## src/rtl/core/csts_pkg.sv

```systemverilog
// Shared types and constants for the servo target smoother.
// Used by the channel interfaces and every module of the block; no dependencies.
`default_nettype none

package csts_pkg;

  localparam int unsigned MaxChannels = 16;
  localparam int unsigned ChW         = 4;
  localparam int unsigned AngW        = 8;
  localparam int unsigned CurW        = 16;
  localparam int unsigned PulseW      = 12;
  localparam int unsigned IdW         = 11;
  localparam int unsigned DlcW        = 4;
  localparam int unsigned ByteW       = 8;
  localparam int unsigned GainW       = 8;
  localparam int unsigned NumBytes    = 8;
  localparam int unsigned NumPairs    = 4;
  localparam int unsigned CfgIdxW     = 2;
  localparam int unsigned CfgDataW    = 12;
  localparam int unsigned QueueDepth  = 2;

  localparam logic [IdW-1:0]    MatchIdReset  = 11'd202;
  localparam logic [PulseW-1:0] PulseMinReset = 12'd160;
  localparam logic [PulseW-1:0] PulseMaxReset = 12'd505;
  localparam logic [GainW-1:0]  GainReset     = 8'd13;
  localparam logic [PulseW-1:0] PulseSat      = 12'd4095;

  localparam logic [AngW-1:0] ResetTargets [MaxChannels] = '{
    8'd150, 8'd45, 8'd0, 8'd0, 8'd0, 8'd0, 8'd45, 8'd85,
    8'd0, 8'd0, 8'd0, 8'd0, 8'd0, 8'd0, 8'd99, 8'd5
  };

  // floor(x / 180) = (x * Recip180) >> Recip180Shift, exact for x below 2^20.
  localparam int unsigned Recip180Shift = 28;
  localparam logic [20:0] Recip180      = 21'd1491309;

  typedef enum logic [CfgIdxW-1:0] {
    CfgMatchId  = 2'd0,
    CfgPulseMin = 2'd1,
    CfgPulseMax = 2'd2,
    CfgGain     = 2'd3
  } cfg_idx_e;

  typedef enum logic [2:0] {
    BkIdle,
    BkStep,
    BkMap,
    BkDiv,
    BkEmit
  } bk_state_e;

  // A classified command: either a tick or a set of target writes.
  typedef struct packed {
    logic                               is_tick;
    logic [NumPairs-1:0]                pair_vld;
    logic [NumPairs-1:0][ChW-1:0]       pair_ch;
    logic [NumPairs-1:0][AngW-1:0]      pair_ang;
  } cmd_t;

endpackage

`default_nettype wire

```

## src/rtl/core/csts_queue.sv

```systemverilog
// Short command queue between the front end and the channel walker.
// Depends on csts_pkg for the command type and depth.
`default_nettype none

module csts_queue import csts_pkg::*; (
  input  logic clk_i,
  input  logic rst_ni,
  input  logic push_i,
  input  cmd_t cmd_i,
  input  logic pop_i,
  output cmd_t cmd_o,
  output logic full_o,
  output logic empty_o
);

  localparam int unsigned PtrW = $clog2(QueueDepth);

  cmd_t                  mem_q [QueueDepth];
  logic [PtrW-1:0]       wr_ptr_q, wr_ptr_d;
  logic [PtrW-1:0]       rd_ptr_q, rd_ptr_d;
  logic [PtrW:0]         count_q, count_d;
  logic                  do_push, do_pop;

  assign full_o  = (count_q == (PtrW+1)'(QueueDepth));
  assign empty_o = (count_q == '0);
  assign do_push = push_i && !full_o;
  assign do_pop  = pop_i && !empty_o;
  assign cmd_o   = mem_q[rd_ptr_q];

  always_comb begin
    wr_ptr_d = wr_ptr_q;
    rd_ptr_d = rd_ptr_q;
    count_d  = count_q;
    if (do_push) begin
      wr_ptr_d = (wr_ptr_q == PtrW'(QueueDepth-1)) ? '0 : wr_ptr_q + 1'b1;
    end
    if (do_pop) begin
      rd_ptr_d = (rd_ptr_q == PtrW'(QueueDepth-1)) ? '0 : rd_ptr_q + 1'b1;
    end
    if (do_push && !do_pop) begin
      count_d = count_q + 1'b1;
    end else if (do_pop && !do_push) begin
      count_d = count_q - 1'b1;
    end
  end

  always_ff @(posedge clk_i or negedge rst_ni) begin
    if (!rst_ni) begin
      wr_ptr_q <= '0;
      rd_ptr_q <= '0;
      count_q  <= '0;
    end else begin
      wr_ptr_q <= wr_ptr_d;
      rd_ptr_q <= rd_ptr_d;
      count_q  <= count_d;
    end
  end

  always_ff @(posedge clk_i) begin
    if (do_push) begin
      mem_q[wr_ptr_q] <= cmd_i;
    end
  end

endmodule

`default_nettype wire

```

## config.mk

```make
export PLATFORM = sky130hd
export DESIGN_NAME = csts_queue
export DESIGN_NICKNAME = d
export VERILOG_FILES = /design/src/rtl/core/csts_pkg.sv /design/src/rtl/core/csts_queue.sv
export SDC_FILE = /design/constraint.sdc
export NUM_CORES = 1
export LEC_CHECK = 0
export BUFFER_PORTS_ARGS = -buffer_cell sky130_fd_sc_hd__buf_4
export CORE_AREA = 2 2 99 101
export DETAILED_ROUTE_END_ITERATION = 10
export DIE_AREA = 0 0 101 103
export HOLD_SLACK_MARGIN = 0.03
export PLACE_DENSITY_LB_ADDON = 0.08
export SYNTH_ARGS = -nofsm -noshare
export SYNTH_HDL_FRONTEND = slang
export SYNTH_SLANG_ARGS = --single-unit
```

## constraint.sdc

```tcl
create_clock -name clk_i -period 6.9 [get_ports clk_i]
set_input_delay 1.38 -clock clk_i [delete_from_list [all_inputs] [get_ports clk_i]]
set_output_delay 1.38 -clock clk_i [all_outputs]
set_load 0.005 [all_outputs]
```

* Word-level counts from Yosys, hierarchy flattened
Memory sizes are Yosys's and may differ from the RTL's. Cells that the tools add are included.
Cells by class: equality and inequality tests 1, reductions and logical operators 10, muxes and demuxes 6, $add $sub $neg 4
Operators by type and width (count):
- $logic_and 1x1->1 | 4
- $logic_not 1->1 | 4
- $mux 1 | 4
- $mux 2 | 2
- $add 1x1->1 const B | 2
- $add 2x1->2 const B | 1
- $eq 2x2->1 const B | 1
- $logic_not 2->1 | 1
- $reduce_bool 2->1 | 1
- $sub 2x1->2 const B | 1
Word-level totals: output and inout port bits 55, register bits after elaboration 4, bits in writable memories 106, input port bits 57, logic and storage cells 25, memories kept 1
Memory list:
- mem_q | words 2, width 53, read ports 1, clocked after Yosys merged registers in 0, write ports 1, line csts_queue.sv:18 | cmd_t mem_q [QueueDepth];

* Logic depth before layout (Yosys ltp)
depth after elaboration 7, gate-level depth with buffers 7, mapped depth without buffers 7

* Worst setup path after synthesis
No wires, ideal clock.
path kind input to register, from input push_i, to memory mem_q[0][0] in the netlist's numbering, enable pin, setup time 0.464 ns, required time 6.436 ns, setup slack 2.746 ns, stages 2, data arrival time 3.691 ns, path buffers 0, path through nand2_1 nor2_1
Between the ends: longest elaborated chain between the ends 3
RTL lines:
- start, declared | line csts_queue.sv:8 | input logic push_i,
- $logic_and 1x1->1 | line csts_queue.sv:26 | assign do_push = push_i && !full_o;
- $mux 1 | line csts_queue.sv:60 | if (do_push) begin
- $mux 1 (not written as such) | line csts_queue.sv:61 | mem_q[wr_ptr_q] <= cmd_i;
- end, declared | line csts_queue.sv:18
No other way between the ends.

==> results.yml <==
worst_setup_path:
  cp_max_fo: 54
  required_ps: 5520
  critPathKind: "flip-flop to primary output"
  cp-start-kind: "flip-flop"
  arrival_ps: 2030
  end_kind: "primary output"
synthesis:
  synth_area_leaders: "edfxtp_1 75%, mux2_4 17%, buf_12 2.3%"
  yosysTopAreaCellShare: 0.7452
  synth.distinct_cells: 15
  yosysSeqAreaShare: 0.7686
  synth_area_leader_cell: "edfxtp_1"
  synth_cells: 184
  netlist_area_sq_um: 4272
  ys_ff_latch: 110
  synth_nets: 242
  yosys_warnings: 0
  syn_avg_cell_area_sq_um: 23.22
die:
  boundaryPins: 112
  die_h_um: 103
  dieArea_sq_um: 10400
  fp.coreArea_sq_um: 9459
  start_util: 0.4516
  row_count: 36
  die_w_um: 101
placed_design:
  dp_slack_ps: 3750
  dp_hpwl_mm: 4.549
  gp_congestion: 0.6756
  io_buffers: 111
  dpl-instance-area_sq_um: 5164
power_and_ir_drop:
  p_sw_frac: 0.2647
  seqPwrFrac: 0.489
  vdd_drop_max_mv: 0.2832
  p_comb_frac: 0.314
  power_uw: 2131
  p_per_area_nw_per_um2: 395.7
  p_leak_uw: 0.002156
  power.share.clock: 0.196
  switchingPower_uw: 563.9
  power.internal_uw: 1567
sta:
  fin_tns_setup_ps: 0
  finalSetupViolations: 0
  final_hold_viol_count: 0
  fin_ws_ps: 3492
  skew_ps: 11.83
  rsz0062_at_grt: "no"
  fmax_ghz: 0.2934
  max_slew_margin: 0.3240
  worst_pin_slew_ps: 1014
  final_max_slew_viol_count: 0
  layout_min_cycle_time_ps: 3408
  timing.final.crit_share: 0.4939
route:
  vias: 2036
  post-route-drc-count: 0
  drtAntennaViolNets: 0
  wirelength_mm: 6.969
  first_pass_iters: 4
  wire_per_inst_um: 16.55
  drt-initial-drc-count: 88
  vias_per_cell: 4.836
cells_and_area:
  fin_area_sq_um: 5385
  area_growth_pct: 26.07
  layout_commonest_cell: "buf_4"
  final_cell_mix: "113 x buf_4, 106 x edfxtp_1, 49 x mux2_4"
  layout-drive-gt1-share: 0.5993
  fillers: 745
  diodes: 0
  nNetsFinal: 360
  fin_util: 0.5693
clocking:
  cts-buffers-inserted: 9
  post_cts_buffers: 0
  clockBufferDepth: 2
  htree_levels: 3
  cts_sinks: 110
  cts_hold_buf: 0
  cts_tree: "yes"
  cts_root_buf: "clkbuf_8"
  cts.repair.resized: 0
  clk_latency_ps: 350
  cts.clk_slew.worst_paths_ps: 90
global_route:
  grt_pass1_wl_mm: 10.46
  grt_max_degree: 55
  track_usage: 0.1369
  grt_pass1_vias: 2052
  grt.overflow.total: 0
  antenna_found_initial: 0
outcome:
  outcome: "finished clean"
job:
  drv_cap: 0
min_path:
  hold_class: "flip-flop to flip-flop"
## cell families after synthesis
logic type / synth area share
buffers and inverters: 0.02783
AOI/OAI and AO/OA: 0.001171
DFF: 0.7686
adders and majority gates: 0.002929
muxes: 0.1828
xor gates and xnor gates: 0.01025
and+or+nand+nor: 0.006445
## flip-flops by register name, summed over array words and instances, names as in the netlist
register,flops
mem_q,106
wr_ptr_q,1
count_q,2
rd_ptr_q,1
## cells in the mapped netlist (all sizes together)
| cell type | instances |
|---|---|
| nor2 | 3 |
| dfrtp | 4 |
| nand2b | 1 |
| ha | 1 |
| o21ai | 1 |
| xnor2 | 3 |
| xor2 | 2 |
| inv | 2 |
| mux2 | 53 |
| and3 | 1 |
| buf | 6 |
| nand2 | 1 |
| edfxtp | 106 |
## worst max-delay path: stages, from the launching register on
cell     delay, ps
dfrtp_4       1100
mux2_2         410
buf_4          130
## metrics by stage
stage                     instances  hold WS (ps)
after floorplan                 184         460.8
after global placement          405         516.2
after detailed placement        405         519.3
after CTS                       421         536.9
after global routing            421         554.5
final                           421         538.6
## per-layer routing
metal,vias to the layer above,track usage,part of all wire
met4,0,0.04990,0.013
met1,1013,0.1646,0.41
met3,7,0.04814,0.068
met2,67,0.2303,0.51
li1,949,-,-
met5,-,0,0
## final timing paths
check                           slack (ps)              startpoint                endpoint  cells after the start
worst max-delay path                  3490    rd_ptr_q$_DFFE_PN0P_               cmd_o[36]                      2
min in group asynchronous              810                  rst_ni    wr_ptr_q$_DFFE_PN0P_                      1
worst min-delay path                   540  count_q[1]$_DFFE_PN0P_  count_q[1]$_DFFE_PN0P_                      1
worst max register to register        4640  count_q[0]$_DFFE_PN0P_  mem_q[0][36]$_DFFE_PP_                      4
worst min register to register         540  count_q[1]$_DFFE_PN0P_  count_q[1]$_DFFE_PN0P_                      1
max in group asynchronous             5970                  rst_ni    rd_ptr_q$_DFFE_PN0P_                      1
## final cells by class
| type | count | area (sq um) | share of cell area |
|---|---|---|---|
| Clock buffer | 10 | 127.6 | 0.02370 |
| Clock inverter | 6 | 93.84 | 0.01743 |
| Inverter | 2 | 7.507 | 0.001394 |
| Multi-Input combinational cell | 66 | 878.3 | 0.1631 |
| Sequential cell | 110 | 3287 | 0.6104 |
| Tap cell | 114 | 142.6 | 0.02649 |
| Timing Repair Buffer | 113 | 848.3 | 0.1575 |
## power by group through the flow
stage | Clock [uW] | Sequential, uW | Combinational [uW]
final | 418 | 1040 | 670
after global routing | 461 | 1070 | 722
after CTS | 431 | 1050 | 684
after detailed placement | 0 | 1060 | 683
after global placement | 0 | 1060 | 681
after floorplan | 0 | 969 | 508
(Power assumes the default switching activity.)
